===== config.mk =====
export PLATFORM = sky130hd
export DESIGN_NAME = length_prefixed_packet_receiver_flat
export DESIGN_NICKNAME = d
export VERILOG_FILES = /design/src/hdl/lpr_pkg.sv /design/src/hdl/lpr_stream_if.sv /design/src/hdl/length_prefixed_packet_receiver.sv /design/src/hdl/lpr_ram.sv /design/src/hdl/lpr_datapath.sv /design/src/hdl/lpr_ctrl.sv /design/src/flat_wrapper.sv
export SDC_FILE = /design/constraint.sdc
export NUM_CORES = 1
export LEC_CHECK = 0
export BUFFER_PORTS_ARGS = -buffer_cell sky130_fd_sc_hd__buf_4
export CAP_MARGIN = 20
export CORE_MARGIN = 2
export CORE_UTILIZATION = 40
export CTS_BUF_LIST = sky130_fd_sc_hd__clkbuf_4 sky130_fd_sc_hd__clkbuf_8
export CTS_CLUSTER_DIAMETER = 60
export DETAILED_ROUTE_END_ITERATION = 6
export GPL_TIMING_DRIVEN = 1
export PLACE_DENSITY = 0.63
export SYNTH_ARGS = -nofsm -noshare
export SYNTH_HDL_FRONTEND = slang
export SYNTH_SLANG_ARGS = --single-unit

===== constraint.sdc =====
create_clock -name i_clk -period 7.2 [get_ports i_clk]
set_input_delay 0.36 -clock i_clk [delete_from_list [all_inputs] [get_ports i_clk]]
set_output_delay 0.36 -clock i_clk [all_outputs]
set_load 0.02 [all_outputs]

===== src/hdl/lpr_pkg.sv =====
// Shared types and constants of the length-prefixed packet receiver.
package lpr_pkg;

    localparam int BYTE_W     = 8;
    localparam int LEN_W      = 7;
    localparam int TIMEOUT_W  = 16;
    localparam int CFG_IDX_W  = 1;
    localparam int CFG_DATA_W = 16;
    localparam int MAX_DATA_DEF = 64;

    localparam logic [TIMEOUT_W-1:0] TIMEOUT_RESET = 16'd200;
    localparam logic [LEN_W-1:0]     MAX_LEN_RESET = 7'd64;

    localparam logic [CFG_IDX_W-1:0] CFG_TIMEOUT = 1'b0;
    localparam logic [CFG_IDX_W-1:0] CFG_MAX_LEN = 1'b1;

    localparam logic FUNC_BYTE = 1'b0;
    localparam logic FUNC_TICK = 1'b1;

    typedef struct packed {
        logic              func;
        logic [BYTE_W-1:0] rx_byte;
    } t_rx_word;

    typedef struct packed {
        logic [BYTE_W-1:0] out_byte;
        logic [LEN_W-1:0]  packet_length;
        logic              is_last;
    } t_pkt_word;

    typedef struct packed {
        logic start;
        logic tick;
        logic store;
        logic rd;
    } t_cmd;

    typedef struct packed {
        logic len_ok;
        logic last_byte;
        logic tick_timeout;
        logic timeout;
        logic is_last;
    } t_status;

endpackage


===== src/hdl/lpr_stream_if.sv =====
// Valid/ready channel that carries one word of a given payload type.
interface lpr_stream_if #(
    parameter type T = logic
);
    logic valid;
    logic ready;
    T     data;

    modport source (output valid, output data, input ready);
    modport sink   (input valid, input data, output ready);
endinterface


===== src/hdl/length_prefixed_packet_receiver.sv =====
// Length-prefixed packet receiver with packet timeout: top level.
//
// Each input word is a received byte or a one-millisecond tick. While idle or
// receiving, one input word is taken every cycle. Once the last payload byte of
// a packet arrives, input stalls while the packet drains from the packet store:
// first a registered read is started, then one result word is given per cycle
// while the output is ready.
module length_prefixed_packet_receiver #(
    parameter int unsigned MAX_DATA = lpr_pkg::MAX_DATA_DEF
) (
    input  logic                            i_clk,
    input  logic                            i_rst_n,
    input  logic                            i_cfg_we,
    input  logic [lpr_pkg::CFG_IDX_W-1:0]   i_cfg_idx,
    input  logic [lpr_pkg::CFG_DATA_W-1:0]  i_cfg_data,
    lpr_stream_if.sink                      i_rx,
    lpr_stream_if.source                    o_pkt
);
    import lpr_pkg::*;

    t_cmd      cmd;
    t_status   status;
    t_rx_word  rx_word;
    t_pkt_word pkt_word;
    logic      rx_ready;
    logic      out_valid;

    assign rx_word = i_rx.data;

    lpr_ctrl u_ctrl (
        .i_clk       (i_clk),
        .i_rst_n     (i_rst_n),
        .i_rx_valid  (i_rx.valid),
        .i_rx_func   (rx_word.func),
        .o_rx_ready  (rx_ready),
        .o_out_valid (out_valid),
        .i_out_ready (o_pkt.ready),
        .i_status    (status),
        .o_cmd       (cmd)
    );

    lpr_datapath #(
        .MAX_DATA (int'(MAX_DATA))
    ) u_datapath (
        .i_clk      (i_clk),
        .i_rst_n    (i_rst_n),
        .i_cfg_we   (i_cfg_we),
        .i_cfg_idx  (i_cfg_idx),
        .i_cfg_data (i_cfg_data),
        .i_rx_word  (rx_word),
        .i_cmd      (cmd),
        .o_status   (status),
        .o_pkt_word (pkt_word)
    );

    assign i_rx.ready  = rx_ready;
    assign o_pkt.valid = out_valid;
    assign o_pkt.data  = pkt_word;
endmodule


===== src/hdl/lpr_ram.sv =====
// Generic single-write, single-read RAM with registered read data.
module lpr_ram #(
    parameter int WIDTH = 8,
    parameter int DEPTH = 64,
    parameter int AW    = (DEPTH > 1) ? $clog2(DEPTH) : 1
) (
    input  logic             i_clk,
    input  logic             i_we,
    input  logic [AW-1:0]    i_waddr,
    input  logic [WIDTH-1:0] i_wdata,
    input  logic             i_re,
    input  logic [AW-1:0]    i_raddr,
    output logic [WIDTH-1:0] o_rdata
);
    logic [WIDTH-1:0] r_mem [DEPTH];
    logic [WIDTH-1:0] r_rdata;

    always_ff @(posedge i_clk) begin
        if (i_we) begin
            r_mem[i_waddr] <= i_wdata;
        end
        if (i_re) begin
            r_rdata <= r_mem[i_raddr];
        end
    end

    assign o_rdata = r_rdata;
endmodule


===== src/hdl/lpr_datapath.sv =====
// Datapath: configuration, length, count and timer registers and the packet store.
module lpr_datapath #(
    parameter int MAX_DATA = 64
) (
    input  logic                                i_clk,
    input  logic                                i_rst_n,
    input  logic                                i_cfg_we,
    input  logic [lpr_pkg::CFG_IDX_W-1:0]       i_cfg_idx,
    input  logic [lpr_pkg::CFG_DATA_W-1:0]      i_cfg_data,
    input  lpr_pkg::t_rx_word                   i_rx_word,
    input  lpr_pkg::t_cmd                       i_cmd,
    output lpr_pkg::t_status                    o_status,
    output lpr_pkg::t_pkt_word                  o_pkt_word
);
    import lpr_pkg::*;

    localparam int AW = (MAX_DATA > 1) ? $clog2(MAX_DATA) : 1;
    typedef logic [AW-1:0] t_addr;

    logic [TIMEOUT_W-1:0] r_timeout;
    logic [LEN_W-1:0]     r_max_len;
    logic [LEN_W-1:0]     r_exp_len;
    logic [LEN_W-1:0]     r_count;
    logic [LEN_W-1:0]     r_rd_idx;
    logic [TIMEOUT_W-1:0] r_elapsed;
    logic                 r_is_last;
    logic [TIMEOUT_W-1:0] n_elapsed;
    logic [BYTE_W-1:0]    rd_data;

    assign n_elapsed = (r_elapsed == '1) ? r_elapsed : r_elapsed + 16'd1;

    always_ff @(posedge i_clk) begin
        if (!i_rst_n) begin
            r_timeout <= TIMEOUT_RESET;
            r_max_len <= MAX_LEN_RESET;
            r_exp_len <= '0;
            r_count   <= '0;
            r_rd_idx  <= '0;
            r_elapsed <= '0;
            r_is_last <= 1'b0;
        end else begin
            if (i_cfg_we) begin
                unique case (i_cfg_idx)
                    CFG_TIMEOUT: r_timeout <= i_cfg_data;
                    CFG_MAX_LEN: r_max_len <= i_cfg_data[LEN_W-1:0];
                endcase
            end
            if (i_cmd.start) begin
                r_exp_len <= i_rx_word.rx_byte[LEN_W-1:0];
                r_count   <= '0;
                r_rd_idx  <= '0;
                r_elapsed <= '0;
            end
            if (i_cmd.tick) begin
                r_elapsed <= n_elapsed;
            end
            if (i_cmd.store) begin
                r_count <= r_count + 7'd1;
            end
            if (i_cmd.rd) begin
                r_rd_idx  <= r_rd_idx + 7'd1;
                r_is_last <= ({1'b0, r_rd_idx} + 8'd1) == {1'b0, r_exp_len};
            end
        end
    end

    lpr_ram #(
        .WIDTH (BYTE_W),
        .DEPTH (MAX_DATA),
        .AW    (AW)
    ) u_store (
        .i_clk   (i_clk),
        .i_we    (i_cmd.store),
        .i_waddr (t_addr'(r_count)),
        .i_wdata (i_rx_word.rx_byte),
        .i_re    (i_cmd.rd),
        .i_raddr (t_addr'(r_rd_idx)),
        .o_rdata (rd_data)
    );

    always_comb begin
        o_status.len_ok = (i_rx_word.rx_byte != 8'd0)
                       && (i_rx_word.rx_byte <= {1'b0, r_max_len})
                       && ({1'b0, i_rx_word.rx_byte} <= 9'(MAX_DATA));
        o_status.last_byte    = ({1'b0, r_count} + 8'd1) >= {1'b0, r_exp_len};
        o_status.tick_timeout = n_elapsed > r_timeout;
        o_status.timeout      = r_elapsed > r_timeout;
        o_status.is_last      = r_is_last;
    end

    assign o_pkt_word.out_byte      = rd_data;
    assign o_pkt_word.packet_length = r_exp_len;
    assign o_pkt_word.is_last       = r_is_last;
endmodule


===== src/hdl/lpr_ctrl.sv =====
// Controller: state machine for idle, receive and drain phases.
module lpr_ctrl (
    input  logic               i_clk,
    input  logic               i_rst_n,
    input  logic               i_rx_valid,
    input  logic               i_rx_func,
    output logic               o_rx_ready,
    output logic               o_out_valid,
    input  logic               i_out_ready,
    input  lpr_pkg::t_status   i_status,
    output lpr_pkg::t_cmd      o_cmd
);
    import lpr_pkg::*;

    typedef enum logic [1:0] {
        S_IDLE,
        S_RECV,
        S_DRAIN
    } t_state;

    t_state r_state;
    t_state n_state;
    logic   r_out_valid;
    logic   n_out_valid;
    logic   rx_acc;

    assign o_rx_ready  = (r_state != S_DRAIN);
    assign o_out_valid = r_out_valid;
    assign rx_acc      = i_rx_valid && o_rx_ready;

    always_comb begin
        o_cmd       = '0;
        n_state     = r_state;
        n_out_valid = r_out_valid;
        unique case (r_state)
            S_IDLE: begin
                if (rx_acc) begin
                    if (i_rx_func == FUNC_TICK) begin
                        o_cmd.tick = 1'b1;
                    end else if (i_status.len_ok) begin
                        o_cmd.start = 1'b1;
                        n_state     = S_RECV;
                    end
                end
            end
            S_RECV: begin
                if (rx_acc) begin
                    if (i_rx_func == FUNC_TICK) begin
                        o_cmd.tick = 1'b1;
                        if (i_status.tick_timeout) begin
                            n_state = S_IDLE;
                        end
                    end else begin
                        o_cmd.store = 1'b1;
                        if (i_status.last_byte) begin
                            n_state     = S_DRAIN;
                            n_out_valid = 1'b0;
                        end else if (i_status.timeout) begin
                            n_state = S_IDLE;
                        end
                    end
                end
            end
            S_DRAIN: begin
                if (!r_out_valid) begin
                    o_cmd.rd    = 1'b1;
                    n_out_valid = 1'b1;
                end else if (i_out_ready) begin
                    if (i_status.is_last) begin
                        n_state     = S_IDLE;
                        n_out_valid = 1'b0;
                    end else begin
                        o_cmd.rd = 1'b1;
                    end
                end
            end
            default: begin
                n_state     = S_IDLE;
                n_out_valid = 1'b0;
            end
        endcase
    end

    always_ff @(posedge i_clk) begin
        if (!i_rst_n) begin
            r_state     <= S_IDLE;
            r_out_valid <= 1'b0;
        end else begin
            r_state     <= n_state;
            r_out_valid <= n_out_valid;
        end
    end

    a_valid_in_drain: assert property (@(posedge i_clk) disable iff (!i_rst_n)
        r_out_valid |-> (r_state == S_DRAIN))
        else $error("Output word is valid outside the drain phase.");

    a_last_ends_drain: assert property (@(posedge i_clk) disable iff (!i_rst_n)
        (r_out_valid && i_out_ready && i_status.is_last) |=> (r_state == S_IDLE))
        else $error("Drain did not end after the last word was taken.");

    a_start_enters_recv: assert property (@(posedge i_clk) disable iff (!i_rst_n)
        o_cmd.start |=> (r_state == S_RECV))
        else $error("Packet start did not enter the receive phase.");
endmodule


===== src/flat_wrapper.sv =====
// flat-port wrapper written by rule: the top's interface ports become plain ports
module length_prefixed_packet_receiver_flat import lpr_pkg::*;
#(
    parameter int unsigned MAX_DATA = lpr_pkg::MAX_DATA_DEF
)
  (i_clk, i_rst_n, i_cfg_we, i_cfg_idx, i_cfg_data, i_rx_valid, i_rx_data, i_rx_ready, o_pkt_valid, o_pkt_data, o_pkt_ready);
  lpr_stream_if #(.T(t_rx_word)) i_rx_i ();
  lpr_stream_if #(.T(t_pkt_word)) o_pkt_i ();
  input  logic i_clk;
  input  logic i_rst_n;
  input  logic i_cfg_we;
  input  logic [lpr_pkg::CFG_IDX_W-1:0] i_cfg_idx;
  input  logic [lpr_pkg::CFG_DATA_W-1:0] i_cfg_data;
  input wire logic [$bits(i_rx_i.valid)-1:0] i_rx_valid;
  input wire logic [$bits(i_rx_i.data)-1:0] i_rx_data;
  output wire logic [$bits(i_rx_i.ready)-1:0] i_rx_ready;
  output wire logic [$bits(o_pkt_i.valid)-1:0] o_pkt_valid;
  output wire logic [$bits(o_pkt_i.data)-1:0] o_pkt_data;
  input wire logic [$bits(o_pkt_i.ready)-1:0] o_pkt_ready;
  assign i_rx_i.valid = i_rx_valid;
  assign i_rx_i.data = i_rx_data;
  assign i_rx_ready = i_rx_i.ready;
  assign o_pkt_valid = o_pkt_i.valid;
  assign o_pkt_data = o_pkt_i.data;
  assign o_pkt_i.ready = o_pkt_ready;
  length_prefixed_packet_receiver #(.MAX_DATA(MAX_DATA)) u_core (.i_clk(i_clk), .i_rst_n(i_rst_n), .i_cfg_we(i_cfg_we), .i_cfg_idx(i_cfg_idx), .i_cfg_data(i_cfg_data), .i_rx(i_rx_i), .o_pkt(o_pkt_i));
endmodule

==> results of run 1 <==
[worst max-delay path: cells and delay by family (launching register included)]
family | cells | cell delay, ps
adder cells (fa/ha/maj) | 2 | 540
AO/OA/AOI/OAI | 7 | 1520
flip-flops | 1 | 400
AND/OR/NAND/NOR | 3 | 990
XOR/XNOR | 1 | 150
[cell usage in the layout (no fill, tap or decap), types with 16 or more instances in the layout]
cell,n
sky130_fd_sc_hd__a21oi_1,60
sky130_fd_sc_hd__a22oi_1,16
sky130_fd_sc_hd__buf_4,58
sky130_fd_sc_hd__clkbuf_4,38
sky130_fd_sc_hd__clkbuf_8,101
sky130_fd_sc_hd__dfxtp_1,60
sky130_fd_sc_hd__dlygate4sd3_1,21
sky130_fd_sc_hd__edfxtp_1,520
sky130_fd_sc_hd__ha_1,49
sky130_fd_sc_hd__inv_1,35
sky130_fd_sc_hd__mux4_2,160
sky130_fd_sc_hd__nand2_1,91
sky130_fd_sc_hd__nand3_1,45
sky130_fd_sc_hd__nor2_1,84
sky130_fd_sc_hd__o211ai_1,20
sky130_fd_sc_hd__o21ai_0,21
[kinds of logic (layout without fill, tap and decap cells)]
kind of cell	after synthesis	after routing
XOR/XNOR	27	27
AND/OR/NAND/NOR	290	290
flip-flops	584	584
multiplexers	163	163
adder cells (fa/ha/maj)	49	49
buffers and inverters	114	287
other	0	2
AO/OA/AOI/OAI	171	171
[metal layers]
layer / GRT usage / vias up / wire length (um)
met5: 0 / - / 0
met4: 0.0585 / 0 / 1460
met3: 0.0472 / 101 / 4220
met2: 0.285 / 488 / 26600
met1: 0.242 / 6762 / 23500
li1: - / 5810 / -
[worst max path at each step]
stage | to | slack [ps] | cells past startpoint
final | u_core.u_ctrl.r_state[0] | 3530 | 13
after CTS | u_core.u_ctrl.r_state[0] | 3600 | 13
after floorplan | u_core.u_ctrl.r_state[0] | 4080 | 13
after detailed placement | u_core.u_ctrl.r_state[0] | 3630 | 13
after global placement | u_core.u_ctrl.r_state[0] | 3600 | 13
after global routing | u_core.u_ctrl.r_state[0] | 3270 | 13
[state kept, by name (all words and copies together), names as in the netlist]
signal                             cells
u_core.u_datapath.r_count              7
u_core.u_datapath.u_store.o_rdata      8
u_core.u_datapath.r_is_last            1
u_core.u_datapath.r_elapsed           16
u_core.u_datapath.r_exp_len            7
u_core.u_datapath.u_store.r_mem      512
u_core.u_ctrl.r_state                  2
u_core.u_datapath.r_timeout           16
u_core.u_datapath.r_max_len            7
u_core.u_datapath.r_rd_idx             7
u_core.u_ctrl.o_out_valid              1
[power groups by stage]
stage	combinational [uW]	clock (uW)	sequential [uW]
after CTS	174	2890	3700
after detailed placement	165	0	3770
after global routing	191	3030	3700
after global placement	158	0	3770
after floorplan	70.5	0	3770
final	173	2830	3700
[per-stage QoR]
step | power (uW) | util
2_1_floorplan | 3840 | -
3_3_place_gp | 3930 | 0.422
3_5_place_dp | 3930 | 0.422
4_1_cts | 6760 | 0.456
5_1_grt | 6920 | 0.457
6_report | 6700 | 0.457
[cell type report]
class / instances / area [um^2]
clock inverter: 29 / 195
timing repair buffer: 83 / 708
inverter: 36 / 135
tap: 782 / 978
fill: 5116 / 32700
sequential: 584 / 16900
clock buffer: 139 / 1680
antenna: 2 / 5.00
multi-input combinational: 700 / 6930
[repair_timing]
action | CTS | global route
hold buffers | 21 | 0
hold endpoints to repair | 25 | 0
resized for setup | 0 | 0
endpoints found under the setup margin | 0 | 0
==> insert_results.sql, run 1 <==
INSERT INTO impl_metrics (metric_group, metric, value, unit) VALUES
('worst_setup_path', 'cp-startpoint', 'u_core.u_datapath.r_elapsed[0]', ''),
('logic_synthesis', 'synth.cell_area', '24300', 'um^2'),
('place', 'place.gp.congestion', '0.860', ''),
('floorplan', 'die_w', '251', 'um'),
('clocking', 'ctsLongestPathBuffers', '3', ''),
('logic_synthesis', 'compound_gate_portion_of_the_synthesized_area', '0.0451', ''),
('route', 'drc_markers', '0', ''),
('global_routing', 'grt_antenna_before_repair', '1', ''),
('global_routing', 'first_global_vias', '13468', ''),
('worst_setup_path', 'setup.worst_path.class', 'flip-flop to flip-flop', ''),
('global_routing', 'global_route.usage.total', '0.179', ''),
('logic_synthesis', 'async_set_or_reset_flop_fraction_in_the_synthesized_netlist', '0', ''),
('worst_setup_path', 'timing.reg2reg.setup_slack', '3530', 'ps'),
('place', 'placed_cell_area', '25400', 'um^2'),
('place', 'place_hpwl', '33900', 'um'),
('logic_synthesis', 'post_synth_xor_area_fraction', '0.00973', ''),
('worst_setup_path', 'critical_path.cell_chain', 'ha_1 > nand4_1 > nor3_1 > a21oi_1 > and4_1 > xor2_1 > ha_1 > a211o_1 > o211ai_1 > a21oi_1 > o41ai_1 > a21oi_1 > a211oi_1', ''),
('worst_setup_path', 'critical_path.reg2reg.endpoint', 'u_core.u_ctrl.r_state[0]', ''),
('job', 'drv.max_cap_violation_count', '0', ''),
('final_layout', 'num-nets-final', '1576', ''),
('logic_synthesis', 'synth.lib_cells_used.distinct', '55', ''),
('clocking', 'number_of_clock_sinks', '584', ''),
('clocking', 'cts_setup_buffers', '0', ''),
('pwr', 'power_switching', '1430', 'uW'),
('logic_synthesis', 'post_synth.cell_area_avg', '17.4', 'um^2'),
('floorplan', 'floorplan.initialDensity', '0.404', ''),
('worst_setup_path', 'critical_path.max_fanout', '7', ''),
('route', 'wl_per_cell', '23.7', 'um'),
('worst_setup_path', 'crit_path_top_cell_by_count', 'sky130_fd_sc_hd__a21oi_1', ''),
('pwr', 'p_clk_frac', '0.422', ''),
('logic_synthesis', 'synth_common_cells', 'sky130_fd_sc_hd__edfxtp_1, sky130_fd_sc_hd__mux4_2, sky130_fd_sc_hd__nand2_1, sky130_fd_sc_hd__nor2_1, sky130_fd_sc_hd__dfxtp_1', ''),
('logic_synthesis', 'ys_ff_latch', '584', ''),
('global_routing', 'first_pass_grt_wire_length', '83700', 'um'),
('clocking', 'clkLatencyLatePin', '690', 'ps'),
('place', 'dp_cells', '2161', ''),
('worst_setup_path', 'worst_ep_arrival_time', '4260', 'ps'),
('route', 'wirelength', '55800', 'um'),
('sta', 'timing_hold_violations_final', '0', ''),
('logic_synthesis', 'synth_fp_nets', '1478', ''),
('sta', 'fin_tns_setup', '0', 'ps'),
('sta', 'skew', '37.8', 'ps'),
('logic_synthesis', 'ys_dominant_reg_cell', 'sky130_fd_sc_hd__edfxtp_1', ''),
('place', 'dp_worst_setup_slack', '3630', 'ps'),
('worst_setup_path', 'timing.critical_path.slowest_cell_delay', '550', 'ps'),
('route', 'vias_per_cell', '5.59', ''),
('sta', 'rsz0062_at_grt', 'false', ''),
('route', 'route.vias.total', '13161', ''),
('pwr', 'power-per-cell-area', '243', 'nW/um^2'),
('clocking', 'tritoncts', 'built', ''),
('worst_hold_path', 'hold_class', 'primary input to flip-flop', ''),
('pwr', 'seqPwrFrac', '0.552', ''),
('route', 'dr_iter_0_viols', '1189', ''),
('pwr', 'total_leakage_power', '0.00867', 'uW'),
('clocking', 'worst_setup_hold_path_clk_slew', '60', 'ps'),
('worst_setup_path', 'r2r_start', 'u_core.u_datapath.r_elapsed[0]', ''),
('final_layout', 'layoutNonFillerInstCount', '2355', ''),
('logic_synthesis', 'synth.area.top_cells', 'sky130_fd_sc_hd__edfxtp_1, sky130_fd_sc_hd__mux4_2, sky130_fd_sc_hd__dfxtp_1, sky130_fd_sc_hd__ha_1, sky130_fd_sc_hd__nand2_1', ''),
('sta', 'timing.final.max_slew_violations', '0', ''),
('run_status', 'outcome', 'finished clean', ''),
('floorplan', 'design.portCount', '49', ''),
('logic_synthesis', 'synth-simple-area-share', '0.0553', ''),
('pwr', 'combinational_group_share_of_total_power', '0.026', ''),
('pwr', 'power_report.internal_total', '5270', 'uW'),
('clocking', 'cts.root.buffer_cell', 'sky130_fd_sc_hd__clkbuf_8', ''),
('sta', 'period_minus_slack', '3670', 'ps'),
('logic_synthesis', 'synth_most_common_cell', 'sky130_fd_sc_hd__edfxtp_1', ''),
('pwr', 'p_sw_frac', '0.213', ''),
('floorplan', 'core_box_area', '60200', 'um^2'),
('worst_setup_path', 'worst_r2r_path_depth', '13', ''),
('place', 'port_buffers', '48', ''),
('sta', 'min_period_over_period', '0.510', '');
No activity file was read; power rests on OpenSTA's default activity.
==> inputs of run 2 (changes only) <==
- ABC_AREA: unset -> 1
- PLACE_DENSITY: 0.63 -> 0.65
- clock period: 7.2 -> 3.05 ns (I/O delays scaled with it)
==> insert_results.sql, run 2 <==
INSERT INTO impl_metrics (metric_group, metric, value, unit) VALUES
('sta', 'fin_tns_setup', '0', 'ps'),
('floorplan', 'die_h', '254', 'um'),
('global_routing', 'first_pass_grt_wire_length', '102000', 'um'),
('route', 'dr_iter_0_viols', '1605', ''),
('logic_synthesis', 'proportion_of_netlist_area_held_by_the_largest_area_contributor', '0.624', ''),
('sta', 'min_period_over_period', '0.907', ''),
('route', 'detail-route-antenna-nets', '0', ''),
('route', 'wl_per_cell', '20.4', 'um'),
('worst_setup_path', 'worst_ep_arrival_time', '3380', 'ps'),
('clocking', 'clkLatencyLatePin', '710', 'ps'),
('sta', 'maxSlewHeadroom', '0.442', ''),
('floorplan', 'die_w', '254', 'um'),
('logic_synthesis', 'seq_area_frac_synth', '0.675', ''),
('final_layout', 'regMostFlops', 'u_core.u_datapath.u_store.r_mem', ''),
('sta', 'skew', '40.4', 'ps'),
('sta', 'max_clock_freq', '362', 'MHz'),
('route', 'wirelength', '67600', 'um'),
('pwr', 'power-per-cell-area', '561', 'nW/um^2'),
('final_layout', 'seqCellArea', '16900', 'um^2'),
('run_status', 'outcome', 'finished clean', ''),
('final_layout', 'stdcell_area', '28900', 'um^2'),
('pwr', 'vdd_drop_max', '0.342', 'mV'),
('final_layout', 'drive_above_1_share', '0.135', ''),
('clocking', 'tritoncts', 'built', ''),
('floorplan', 'floorplan.initialDensity', '0.405', ''),
('global_routing', 'first_global_vias', '17444', ''),
('worst_setup_path', 'critical_path.max_fanout', '7', ''),
('place', 'dp_cells', '3098', ''),
('logic_synthesis', 'cell_count_after_synthesis', '2247', ''),
('logic_synthesis', 'async_set_or_reset_flop_fraction_in_the_synthesized_netlist', '0', ''),
('route', 'route.vias.total', '18070', ''),
('logic_synthesis', 'synth.lib_cells_used.distinct', '42', ''),
('clocking', 'worst_setup_hold_path_clk_slew', '60', 'ps'),
('logic_synthesis', 'synth.cell_area', '25000', 'um^2'),
('worst_hold_path', 'hold_class', 'primary input to flip-flop', ''),
('floorplan', 'design.die.area', '64600', 'um^2'),
('worst_setup_path', 'setup.worst_path.class', 'flip-flop to flip-flop', ''),
('worst_setup_path', 'r2r_start', 'u_core.u_datapath.r_elapsed[1]', ''),
('worst_setup_path', 'worst-endpoint-required', '3670', 'ps'),
('logic_synthesis', 'synth_common_cells', 'sky130_fd_sc_hd__edfxtp_1, sky130_fd_sc_hd__nor2_1, sky130_fd_sc_hd__o21ai_0, sky130_fd_sc_hd__nand2_1, sky130_fd_sc_hd__o22ai_1', ''),
('clocking', 'cts_setup_buffers', '0', ''),
('final_layout', 'layoutNonFillerInstCount', '3312', ''),
('pwr', 'total_leakage_power', '0.0103', 'uW'),
('sta', 'timing.final.max_slew_violations', '0', ''),
('logic_synthesis', 'ys_ff_latch', '584', ''),
('worst_setup_path', 'timing.critical_path.to_type', 'flip-flop', ''),
('global_routing', 'grt_max_degree', '70', ''),
('sta', 'timing.hold.ws', '60.4', 'ps'),
('final_layout', 'largest_register_ff_count', '512', ''),
('floorplan', 'design.portCount', '49', ''),
('logic_synthesis', 'synth.area.top_cells', 'sky130_fd_sc_hd__edfxtp_1, sky130_fd_sc_hd__o21ai_0, sky130_fd_sc_hd__nor2_1, sky130_fd_sc_hd__dfxtp_1, sky130_fd_sc_hd__nand2_1', ''),
('place', 'place.gp.congestion', '0.861', ''),
('global_routing', 'grt_overflow_total', '0', ''),
('sta', 'rsz0062_at_grt', 'false', ''),
('global_routing', 'grt_antenna_before_repair', '3', ''),
('worst_hold_path', 'hold_start', 'i_rx_data[4]', ''),
('logic_synthesis', 'post_synth.cell_area_avg', '11.1', 'um^2'),
('place', 'port_buffers', '48', ''),
('sta', 'finalSetupViolations', '0', ''),
('route', 'first_pass_iters', '6', ''),
('final_layout', 'multi_input_area', '7130', 'um^2'),
('final_layout', 'largest_registers_ranked_by_flip_flop_count', 'u_core.u_datapath.u_store.r_mem: 512 flops, u_core.u_datapath.r_elapsed: 16 flops, u_core.u_datapath.r_timeout: 16 flops', ''),
('logic_synthesis', 'synth_fp_nets', '2327', ''),
('clocking', 'number_of_clock_sinks', '584', ''),
('final_layout', 'n_fill_cell', '5501', ''),
('logic_synthesis', 'ys_dominant_reg_cell', 'sky130_fd_sc_hd__edfxtp_1', ''),
('final_layout', 'most_common_library_cell_in_the_layout_ignoring_fill_and_taps', 'sky130_fd_sc_hd__edfxtp_1', ''),
('clocking', 'cts.root.buffer_cell', 'sky130_fd_sc_hd__clkbuf_8', ''),
('clocking', 'number_of_buffers_added_by_the_clock_tree_synthesis_step', '95', ''),
('logic_synthesis', 'synth.yosys.warnings', '0', ''),
('worst_setup_path', 'cp-startpoint', 'u_core.u_datapath.r_elapsed[1]', ''),
('global_routing', 'global_route.usage.total', '0.209', ''),
('worst_setup_path', 'timing.critical_path.from_type', 'flip-flop', ''),
('floorplan', 'placementRows', '91', ''),
('logic_synthesis', 'cell_type_contributing_the_most_total_cell_area_after_synthesis', 'sky130_fd_sc_hd__edfxtp_1', ''),
('final_layout', 'num-nets-final', '2476', ''),
('floorplan', 'core_box_area', '61800', 'um^2'),
('job', 'drv.max_cap_violation_count', '0', ''),
('clocking', 'clock_tree.htree_level_count', '3', ''),
('sta', 'worstMarginPinSlew', '833', 'ps'),
('sta', 'timing_hold_violations_final', '0', ''),
('final_layout', 'postLayoutCoreUtil', '0.468', ''),
('route', 'drc_markers', '0', ''),
('clocking', 'ctsLongestPathBuffers', '3', ''),
('route', 'vias_per_cell', '5.46', ''),
('final_layout', 'area.growth.synth_to_final', '15.6', '%'),
('place', 'placed_cell_area', '26600', 'um^2'),
('logic_synthesis', 'synth_enable_flop_cells', '520', ''),
('sta', 'period_minus_slack', '2770', 'ps'),
('logic_synthesis', 'synth_most_common_cell', 'sky130_fd_sc_hd__edfxtp_1', ''),
('final_layout', 'mostFrequentLayoutCells', 'sky130_fd_sc_hd__edfxtp_1, sky130_fd_sc_hd__nor2_1, sky130_fd_sc_hd__o21ai_0', ''),
('place', 'place_hpwl', '41300', 'um');
## run 2: cell types whose count changed after synthesis, sizes merged, moves of 22 or more
cell	before	now
a21oi	60	93
buf	36	58
clkbuf	42	72
inv	35	106
mux4	160	0
nand2	91	236
nand3	45	73
nor2	84	413
o21ai	22	359
o22ai	1	128
## run 2: through the flow
| stage | setup WS [ps] | total power, uW |
|---|---|---|
| after floorplan | 614 | 9250 |
| after global placement | 328 | 9550 |
| after detailed placement | 281 | 9570 |
| after CTS | 264 | 16300 |
| after global routing | 6.08 | 16700 |
| final | 285 | 16200 |
## run 2: report_power, final
part	switching (uW)	internal, uW	total [uW]
Sequential	17.3	8730	8740
Combinational	492	213	705
Clock	3160	3620	6790
## run 2: worst paths after layout
| check | to | cells after the start | slack (ps) |
|---|---|---|---|
| worst max register to register | u_core.u_ctrl.r_state[1] | 20 | 280 |
| worst min-delay path | u_core.u_datapath.u_store.r_mem[55][4] | 2 | 60 |
| worst max-delay path | u_core.u_ctrl.r_state[1] | 20 | 280 |
| worst min register to register | u_core.u_datapath.r_max_len[2] | 2 | 480 |
## run 2: final cells by class
class,count,area share
Sequential cell,584,0.584
Multi-Input combinational cell,1425,0.246
Clock buffer,130,0.0556
Timing Repair Buffer,182,0.0528
Tap cell,837,0.0362
Inverter,108,0.0142
Clock inverter,43,0.0102
Antenna cell,3,0.000259
## run 2: what timing repair did
| action | 4_1_cts | 5_1_grt |
|---|---|---|
| gates resized for setup | 0 | 8 |
| hold buffers | 37 | 0 |
| hold endpoints to repair | 57 | 0 |
| setup endpoints to repair | 0 | 3 |
## run 2: critical path, stage by stage (launching register included)
cell and delay (ps):
sky130_fd_sc_hd__dfxtp_2 370, sky130_fd_sc_hd__ha_1 170, sky130_fd_sc_hd__nand2_1 100, sky130_fd_sc_hd__nor3_4 250, sky130_fd_sc_hd__nand4_4 190, sky130_fd_sc_hd__mux2_2 340
sky130_fd_sc_hd__ha_1 270, sky130_fd_sc_hd__inv_1 50, sky130_fd_sc_hd__o21bai_1 140, sky130_fd_sc_hd__nand2_1 70, sky130_fd_sc_hd__nand2_1 70, sky130_fd_sc_hd__nand2_1 50
sky130_fd_sc_hd__nand2_1 60, sky130_fd_sc_hd__nand2_1 50, sky130_fd_sc_hd__nand2_1 60, sky130_fd_sc_hd__nand2_1 50, sky130_fd_sc_hd__nand2_1 100, sky130_fd_sc_hd__inv_1 50
sky130_fd_sc_hd__nor2_1 110, sky130_fd_sc_hd__nor2_1 50, sky130_fd_sc_hd__nor2_1 100
## run 2: per-layer routing
| metal | vias to the layer above | part of all wire | wire length (um) | global-route usage |
|---|---|---|---|---|
| li1 | 8366 | - | - | - |
| met1 | 8799 | 0.42 | 28500 | 0.279 |
| met2 | 767 | 0.47 | 31500 | 0.335 |
| met3 | 136 | 0.077 | 5200 | 0.0391 |
| met4 | 2 | 0.035 | 2370 | 0.0874 |
| met5 | - | 0.00019 | 13 | 0 |
## run 2: logic make-up after synthesis
group | Yosys count | synth area share
AND/OR/NAND/NOR | 758 | 0.125
AO/OA/AOI/OAI | 601 | 0.129
flip-flops | 584 | 0.675
buffers and inverters | 238 | 0.0408
adder cells (fa/ha/maj) | 49 | 0.0245
XOR/XNOR | 16 | 0.00620
multiplexers | 1 | 0.000450
